File: src/design/mh2_pkg.sv
package mh2_pkg;

    localparam logic [31:0] MIX_MUL = 32'h5bd1e995;
    localparam int unsigned MIX_SHIFT = 24;
    localparam int unsigned FIN_SHIFT_A = 13;
    localparam int unsigned FIN_SHIFT_B = 15;

    localparam int unsigned QUEUE_DEPTH = 4;
    localparam int unsigned QUEUE_PTR_W = $clog2(QUEUE_DEPTH);
    localparam int unsigned QUEUE_CNT_W = $clog2(QUEUE_DEPTH + 3);

    // item classes
    localparam logic [1:0] KIND_NONE = 2'd0;
    localparam logic [1:0] KIND_TAIL = 2'd1;
    localparam logic [1:0] KIND_FULL = 2'd2;

    // register index (byte address bit 2)
    localparam logic REG_SEED = 1'b0;

    typedef struct packed {
        logic [1:0]  kind;
        logic        first;
        logic        last;
        logic [31:0] len;
        logic [31:0] key;
    } t_item;

    function automatic logic [31:0] mul32(input logic [31:0] a, input logic [31:0] b);
        logic [63:0] prod;
        prod = {32'd0, a} * {32'd0, b};
        return prod[31:0];
    endfunction

endpackage

File: src/design/mh2_front.sv
module mh2_front
    import mh2_pkg::*;
(
    input  logic                   i_clk,
    input  logic                   i_rst_n,
    input  logic                   i_valid,
    output logic                   o_ready,
    input  logic [31:0]            i_data_word,
    input  logic [2:0]             i_byte_count,
    input  logic                   i_first_item,
    input  logic                   i_last_item,
    input  logic [31:0]            i_message_length,
    input  logic [QUEUE_CNT_W-1:0] i_queue_count,
    output logic                   o_push,
    output t_item                  o_item
);

    logic        r_s1_valid;
    t_item       r_s1_item;
    logic        r_s2_valid;
    t_item       r_s2_item;
    t_item       n_s1_item;
    t_item       n_s2_item;
    logic        accept;
    logic [31:0] mixed;
    logic [QUEUE_CNT_W-1:0] used;

    // reserve a queue slot for every item still in the front stages
    assign used = i_queue_count + QUEUE_CNT_W'(r_s1_valid) + QUEUE_CNT_W'(r_s2_valid);
    assign o_ready = (used < QUEUE_CNT_W'(QUEUE_DEPTH));
    assign accept = i_valid && o_ready;

    always_comb begin
        n_s1_item.first = i_first_item;
        n_s1_item.last  = i_last_item;
        n_s1_item.len   = i_message_length;
        case (i_byte_count)
            3'd0: begin
                n_s1_item.kind = KIND_NONE;
                n_s1_item.key  = 32'd0;
            end
            3'd1: begin
                n_s1_item.kind = KIND_TAIL;
                n_s1_item.key  = {24'd0, i_data_word[7:0]};
            end
            3'd2: begin
                n_s1_item.kind = KIND_TAIL;
                n_s1_item.key  = {16'd0, i_data_word[15:0]};
            end
            3'd3: begin
                n_s1_item.kind = KIND_TAIL;
                n_s1_item.key  = {8'd0, i_data_word[23:0]};
            end
            default: begin
                n_s1_item.kind = KIND_FULL;
                n_s1_item.key  = mul32(i_data_word, MIX_MUL);
            end
        endcase
    end

    always_comb begin
        mixed = r_s1_item.key ^ (r_s1_item.key >> MIX_SHIFT);
        n_s2_item = r_s1_item;
        if (r_s1_item.kind == KIND_FULL) begin
            n_s2_item.key = mul32(mixed, MIX_MUL);
        end
    end

    always_ff @(posedge i_clk) begin
        if (!i_rst_n) begin
            r_s1_valid <= 1'b0;
            r_s2_valid <= 1'b0;
        end else begin
            r_s1_valid <= accept;
            r_s2_valid <= r_s1_valid;
        end
    end

    always_ff @(posedge i_clk) begin
        r_s1_item <= n_s1_item;
        r_s2_item <= n_s2_item;
    end

    assign o_push = r_s2_valid;
    assign o_item = r_s2_item;

endmodule

File: src/design/mh2_queue.sv
module mh2_queue
    import mh2_pkg::*;
(
    input  logic                   i_clk,
    input  logic                   i_rst_n,
    input  logic                   i_push,
    input  t_item                  i_item,
    input  logic                   i_pop,
    output t_item                  o_item,
    output logic                   o_empty,
    output logic [QUEUE_CNT_W-1:0] o_count
);

    t_item                  r_mem [QUEUE_DEPTH];
    logic [QUEUE_PTR_W-1:0] r_wr_ptr;
    logic [QUEUE_PTR_W-1:0] r_rd_ptr;
    logic [QUEUE_CNT_W-1:0] r_count;

    always_ff @(posedge i_clk) begin
        if (!i_rst_n) begin
            r_wr_ptr <= '0;
            r_rd_ptr <= '0;
            r_count  <= '0;
        end else begin
            if (i_push) begin
                r_wr_ptr <= r_wr_ptr + 1'b1;
            end
            if (i_pop) begin
                r_rd_ptr <= r_rd_ptr + 1'b1;
            end
            if (i_push && !i_pop) begin
                r_count <= r_count + 1'b1;
            end else if (!i_push && i_pop) begin
                r_count <= r_count - 1'b1;
            end
        end
    end

    always_ff @(posedge i_clk) begin
        if (i_push) begin
            r_mem[r_wr_ptr] <= i_item;
        end
    end

    assign o_item  = r_mem[r_rd_ptr];
    assign o_empty = (r_count == '0);
    assign o_count = r_count;

`ifndef SYNTHESIS
    a_no_overflow: assert property (@(posedge i_clk) disable iff (!i_rst_n)
        (r_count == QUEUE_CNT_W'(QUEUE_DEPTH)) |-> (!i_push || i_pop))
        else $error("push into full queue");
    a_no_underflow: assert property (@(posedge i_clk) disable iff (!i_rst_n)
        i_pop |-> !o_empty)
        else $error("pop from empty queue");
    a_count_bound: assert property (@(posedge i_clk) disable iff (!i_rst_n)
        r_count <= QUEUE_CNT_W'(QUEUE_DEPTH))
        else $error("queue count out of range");
`endif

endmodule

File: src/design/mh2_back.sv
module mh2_back
    import mh2_pkg::*;
(
    input  logic        i_clk,
    input  logic        i_rst_n,
    input  logic [31:0] i_seed,
    input  t_item       i_item,
    input  logic        i_empty,
    output logic        o_pop,
    output logic        o_valid,
    input  logic        i_ready,
    output logic [31:0] o_hash_value
);

    localparam logic ST_RUN = 1'b0;
    localparam logic ST_FIN = 1'b1;

    logic        r_state;
    logic        n_state;
    logic [31:0] r_hash;
    logic [31:0] n_hash;
    logic        r_out_valid;
    logic [31:0] r_out_hash;
    logic [31:0] h_start;
    logic [31:0] mul_a;
    logic [31:0] prod;
    logic        out_free;
    logic        fin_fire;

    assign out_free = !r_out_valid || i_ready;
    assign o_pop    = (r_state == ST_RUN) && !i_empty;
    assign fin_fire = (r_state == ST_FIN) && out_free;

    assign h_start = i_item.first ? (i_seed ^ i_item.len) : r_hash;

    // one multiplier, shared by the fold and the finalization
    always_comb begin
        if (r_state == ST_FIN) begin
            mul_a = r_hash ^ (r_hash >> FIN_SHIFT_A);
        end else if (i_item.kind == KIND_FULL) begin
            mul_a = h_start;
        end else begin
            mul_a = h_start ^ i_item.key;
        end
        prod = mul32(mul_a, MIX_MUL);
    end

    always_comb begin
        n_state = r_state;
        n_hash  = r_hash;
        unique case (r_state)
            ST_RUN: begin
                if (o_pop) begin
                    unique case (i_item.kind)
                        KIND_FULL: n_hash = prod ^ i_item.key;
                        KIND_TAIL: n_hash = prod;
                        default:   n_hash = h_start;
                    endcase
                    if (i_item.last) begin
                        n_state = ST_FIN;
                    end
                end
            end
            ST_FIN: begin
                if (out_free) begin
                    n_state = ST_RUN;
                end
            end
            default: n_state = ST_RUN;
        endcase
    end

    always_ff @(posedge i_clk) begin
        if (!i_rst_n) begin
            r_state     <= ST_RUN;
            r_hash      <= 32'd0;
            r_out_valid <= 1'b0;
        end else begin
            r_state <= n_state;
            r_hash  <= n_hash;
            if (fin_fire) begin
                r_out_valid <= 1'b1;
            end else if (i_ready) begin
                r_out_valid <= 1'b0;
            end
        end
    end

    always_ff @(posedge i_clk) begin
        if (fin_fire) begin
            r_out_hash <= prod ^ (prod >> FIN_SHIFT_B);
        end
    end

    assign o_valid      = r_out_valid;
    assign o_hash_value = r_out_hash;

`ifndef SYNTHESIS
    a_no_pop_in_fin: assert property (@(posedge i_clk) disable iff (!i_rst_n)
        (r_state == ST_FIN) |-> !o_pop)
        else $error("item popped during finalization");
    a_result_from_fin: assert property (@(posedge i_clk) disable iff (!i_rst_n)
        $rose(r_out_valid) |-> ($past(r_state) == ST_FIN))
        else $error("result raised outside finalization");
    a_fin_after_last: assert property (@(posedge i_clk) disable iff (!i_rst_n)
        (o_pop && !i_item.last) |=> (r_state == ST_RUN))
        else $error("finalization entered without a last item");
`endif

endmodule

File: src/design/murmur2_hash32.sv
// Streaming 32-bit MurmurHash2.
// Input channel (i_valid / o_ready): one item per message word, first byte in
// bits 7:0. i_first_item loads the hash with seed ^ i_message_length; full
// words (byte count 4 or more) are mixed and folded, 1 to 3 bytes take the tail
// step, a byte count of 0 leaves the hash unchanged. i_last_item requests the
// finalized hash on the output channel (o_valid / i_ready).
// Seed register at APB byte address 0; pready is always high.
// Throughput: one item per cycle in steady state. The key mixing runs in a
// two-stage front pipeline; the hash fold uses one multiplier in the back end,
// which also does the finalization multiply, so a last item holds the back end
// in finalization before it pops again; the result and o_valid are registered.
// A four-entry queue sits between front and back; o_ready drops when the
// queue plus the front stages hold four items. If the receiver stalls, the
// result holds in the output register, the back end waits in finalization and
// the queue fills, after which input is refused.
// Reset clears the seed, the running hash, the queue and all valid flags.
module murmur2_hash32
    import mh2_pkg::*;
(
    input  logic        i_clk,
    input  logic        i_rst_n,
    input  logic        i_valid,
    output logic        o_ready,
    input  logic [31:0] i_data_word,
    input  logic [2:0]  i_byte_count,
    input  logic        i_first_item,
    input  logic        i_last_item,
    input  logic [31:0] i_message_length,
    output logic        o_valid,
    input  logic        i_ready,
    output logic [31:0] o_hash_value,
    input  logic        psel,
    input  logic        penable,
    input  logic        pwrite,
    input  logic [2:0]  paddr,
    input  logic [31:0] pwdata,
    output logic [31:0] prdata,
    output logic        pready
);

    logic [31:0]            r_seed;
    logic                   push;
    logic                   pop;
    logic                   empty;
    t_item                  front_item;
    t_item                  queue_item;
    logic [QUEUE_CNT_W-1:0] queue_count;

    assign pready = 1'b1;

    always_ff @(posedge i_clk) begin
        if (!i_rst_n) begin
            r_seed <= 32'd0;
        end else if (psel && penable && pwrite && (paddr[2] == REG_SEED)) begin
            r_seed <= pwdata;
        end
    end

    assign prdata = (paddr[2] == REG_SEED) ? r_seed : 32'd0;

    mh2_front u_front (
        .i_clk            (i_clk),
        .i_rst_n          (i_rst_n),
        .i_valid          (i_valid),
        .o_ready          (o_ready),
        .i_data_word      (i_data_word),
        .i_byte_count     (i_byte_count),
        .i_first_item     (i_first_item),
        .i_last_item      (i_last_item),
        .i_message_length (i_message_length),
        .i_queue_count    (queue_count),
        .o_push           (push),
        .o_item           (front_item)
    );

    mh2_queue u_queue (
        .i_clk   (i_clk),
        .i_rst_n (i_rst_n),
        .i_push  (push),
        .i_item  (front_item),
        .i_pop   (pop),
        .o_item  (queue_item),
        .o_empty (empty),
        .o_count (queue_count)
    );

    mh2_back u_back (
        .i_clk        (i_clk),
        .i_rst_n      (i_rst_n),
        .i_seed       (r_seed),
        .i_item       (queue_item),
        .i_empty      (empty),
        .o_pop        (pop),
        .o_valid      (o_valid),
        .i_ready      (i_ready),
        .o_hash_value (o_hash_value)
    );

endmodule
File: config.mk
export PLATFORM = sky130hd
export DESIGN_NAME = murmur2_hash32
export DESIGN_NICKNAME = d
export VERILOG_FILES = /design/src/design/mh2_pkg.sv /design/src/design/mh2_front.sv /design/src/design/mh2_queue.sv /design/src/design/mh2_back.sv /design/src/design/murmur2_hash32.sv
export SDC_FILE = /design/constraint.sdc
export NUM_CORES = 2
export LEC_CHECK = 0
export BUFFER_PORTS_ARGS = -buffer_cell sky130_fd_sc_hd__buf_2
export CAP_MARGIN = 10
export CORE_MARGIN = 10
export CORE_UTILIZATION = 64
export CTS_CLUSTER_SIZE = 10
export DETAILED_ROUTE_END_ITERATION = 7
export HOLD_SLACK_MARGIN = 0.1
export PLACE_DENSITY_LB_ADDON = 0.15
export SYNTH_ARGS = -nofsm -noshare
export SYNTH_HDL_FRONTEND = slang
export SYNTH_SLANG_ARGS = --single-unit
export TNS_END_PERCENT = 20
File: constraint.sdc
create_clock -name i_clk -period 11.96 [get_ports i_clk]
set_clock_uncertainty 0.15 [all_clocks]
set_input_delay 0.598 -clock i_clk [delete_from_list [all_inputs] [get_ports i_clk]]
set_output_delay 0.598 -clock i_clk [all_outputs]
set_load 0.01 [all_outputs]
==> results.rst <==
.. list-table::
   :header-rows: 1

   * - Metric
     - Value
   * - Final number of setup-violating endpoints
     - 0
   * - Global Route Usage Sum
     - roughly 28%
   * - Fmax
     - 0.09528 GHz
   * - Data arrival, critical path
     - 10880 ps
   * - Placement row count
     - 98
   * - Max FO, Critical Path
     - 34
   * - Detailed Routing Iterations Pass 1
     - 7
   * - Wire per inst
     - approximately 21 um
   * - Number of distinct library cell variants in the gate-level netlist after synthesis
     - 83
   * - Fin Hold WS
     - 159.7 ps
   * - Wire length of the first global-routing pass
     - between 150000 and 200000 um
   * - Worst-case headroom to the max-slew limit
     - 25.65%
   * - RePlAce Congestion
     - about 0.93
   * - Cell with the largest stage delay on the worst path
     - o311ai_1
   * - Status
     - completed
   * - Count of buffers inserted at the top-level ports
     - approximately 170
   * - Number of nets at the end of the flow
     - 5693
   * - Post-Syn Area
     - about 0.046 sq mm
   * - Pins over their slew limit
     - 0
   * - TNS Setup
     - 0 ps
   * - Critical Path Most Common Cell
     - inv_1
   * - Mapped Nets
     - 5427
   * - CTS clk-pin slew, worst paths
     - 60 ps
   * - YS warnings
     - 0
   * - I/O pin count
     - approximately 180
   * - Maximum number of pins on one net before global-route repair
     - 79
   * - Synthesis-stage register bit count
     - 517
   * - Number of DRC markers in iteration 0
     - around 1900
   * - Top flip-flop cell by instance count after synthesis
     - edfxtp_1
   * - Cell type with the largest total area after synthesis
     - fa_1
   * - Proportion of synthesized flip-flops having asynchronous set or reset
     - 0%
   * - Share of layout cells above drive strength 1
     - approximately 9.0%
   * - Post-CTS Setup Repair Bufs
     - 0
   * - Critical path capture point type
     - register
   * - Detail Placement HPWL
     - between 80000 and 90000 um
   * - Remaining antenna violation count after routing
     - 0
   * - Final routed wirelength across all metal layers
     - between 100000 and 150000 um
   * - Delay contributed by the slowest stage of the critical path
     - between 800 and 900 ps
   * - Floorplan Core Area
     - around 0.072 sq mm
   * - Clock tree from TritonCTS
     - built
   * - Die boundary height
     - around 290 um
   * - Inserted Clock Buffers
     - 60
   * - Count of flip-flops with a built-in enable after synthesis
     - 304
   * - Source-to-sink clock delay at the later pin of the worst-skew pair
     - 660 ps
   * - Crit share post-route
     - 87.76%
   * - Clock root buffer
     - clkbuf_16
   * - Post-Synthesis Mean Instance Area
     - 11.21 sq um
   * - Synth top area cells
     - fa_1 (23%), edfxtp_1 (20%), ha_1 (17%), dfxtp_1 (9.2%), inv_1 (8.1%)
   * - Top cells by instance count after synthesis
     - inv_1 (1002), ha_1 (646), fa_1 (539), edfxtp_1 (304), dfxtp_1 (213)
   * - Signed area change from the synthesized netlist to the final layout
     - 9.892%
   * - Number of remaining DRC errors
     - 0
   * - Worst hold path class
     - register to register
   * - Maximum clock path buffer count
     - 3
   * - Starting density of the core
     - roughly 65%
   * - Clock sinks
     - about 520
   * - Number of cells upsized or downsized after cts
     - 0
   * - Total count of hold-check failures in the final report
     - 0
   * - Data required time at the worst endpoint
     - 12340 ps
   * - Final Instance Area
     - just over 0.05 sq mm
   * - Die ar.
     - approximately 0.083 sq mm
   * - Number of antenna violations at the first check in global routing
     - 3
   * - Synth top area share
     - 23.31%
   * - Cell Area, Placed
     - a little under 0.05 sq mm
   * - Cells after Synth
     - just over 4000
   * - Fill cell count
     - 5187
   * - Vias in the first global route
     - 32020
   * - CTS HTree Levels
     - 2
   * - Minimum period implied by the final worst setup slack
     - around 10000 ps
   * - Top-count cell post-synth
     - inv_1
   * - Unrepaired setup endpoints after global routing
     - false
   * - Crit start category
     - register
   * - Part of the Yosys area used for sequential elements
     - just under 30%
   * - Worst-Margin Slew
     - 1104 ps
   * - Total of max-cap violations
     - 0
   * - DR vias
     - 30430
   * - Remaining Overflow, GRT
     - 0
   * - Startpoint-to-endpoint class of the critical path
     - register to register
   * - Vias/cell
     - approximately 5.6
   * - Horizontal extent of the die
     - around 290 um
final timing paths:
check,from,endpoint,slack (ps),depth (start not counted)
worst min register to register,u_front.n_s2_item[35],u_front.o_item[35],160,0
worst max register to register,register,u_back.r_hash[30],1460,34
worst min-delay path,u_front.n_s2_item[35],u_front.o_item[35],160,0
worst max-delay path,register,u_back.r_hash[30],1460,34
worst max-delay path: cells and delay by family, from the launching register on:
kind	cells	cell delay (ps)
xor+xnor	3	520
mux	1	690
flops	1	660
simple gates	4	850
buf+inv	9	1470
compound gates	8	2510
fa+ha+maj	9	3470
cell type report:
| cell class | count | area (sq um) | share of cell area (%) |
|---|---|---|---|
| clock inverters | 8 | 151.4 | 0.2976 |
| clock buffers | 103 | 1663 | 3.269 |
| flip-flops and latches | 517 | 13400 | 26.34 |
| well taps | 950 | 1189 | 2.337 |
| repair buffers | 288 | 1894 | 3.724 |
| diodes | 1 | 2.502 | 0.004919 |
| multi-input cells | 2526 | 28800 | 56.62 |
| inverters | 1004 | 3769 | 7.408 |
per-stage QoR:
| step | std cells | util (%) | setup slack, ps |
|---|---|---|---|
| 4_1_cts | 5396 | 71.04 | 1608 |
| 2_1_floorplan | 4131 | - | 1009 |
| 6_report | 5397 | 71.04 | 1464 |
| 3_3_place_gp | 5218 | 67.57 | 1852 |
| 3_5_place_dp | 5218 | 67.57 | 1658 |
| 5_1_grt | 5397 | 71.04 | 871.7 |
kinds of logic (layout without fill, tap and decap cells):
kind of cell	Yosys count	in the layout	synth area share, %
xor+xnor	310	310	6.065
simple gates	481	481	4.849
compound gates	465	465	6.849
mux	84	84	3.587
fa+ha+maj	1185	1185	40.77
flops	517	517	28.93
other cells	1	2	0.008101
buf+inv	1088	1403	8.941
registers in the layout (all words and copies together) (netlist names), 3 cells and up, named ones only:
register and cells:
u_queue.r_mem 272, u_front.r_s1_item 32, u_front.o_item 68, r_seed 32, u_back.o_hash_value 32, u_back.r_hash 32, u_front.n_s2_item 36, u_queue.o_count 3
routing by layer:
| layer | part of all wire (%) | wire (um) | up-vias | track usage [%] |
|---|---|---|---|---|
| li1 | - | - | 13890 | - |
| met1 | 42 | 47840 | 15270 | 37.58 |
| met2 | 48 | 55240 | 1039 | 47.42 |
| met3 | 6.3 | 7311 | 224 | 3.651 |
| met4 | 4.2 | 4788 | 2 | 10.66 |
| met5 | 0.011 | 13 | - | 0 |
what timing repair did:
action / in CTS / in global routing
hold buffers: 67 / 0
endpoints found under the hold margin: 67 / 0
endpoints found under the setup margin: 0 / 0
cells in the final DEF (no fill, tap or decap), types with 25 or more instances in the layout:
cell type      instances
nor2b_1               67
dlygate4sd3_1         67
edfxtp_1             304
a21boi_0              38
inv_1               1002
a221oi_1              25
buf_4                 47
buf_2                174
fa_1                 539
a21o_1                40
ha_1                 645
clkbuf_16             60
dfxtp_1              210
xor2_1                93
nor2_1                90
mux4_2                65
nand2_1              208
clkbuf_1              43
a21oi_1              129
o21ai_0               78
xnor2_1              207
Power is left out: the tool's default activity adds up to more than one toggle a clock period on the data nets, which glitch-free logic cannot reach.
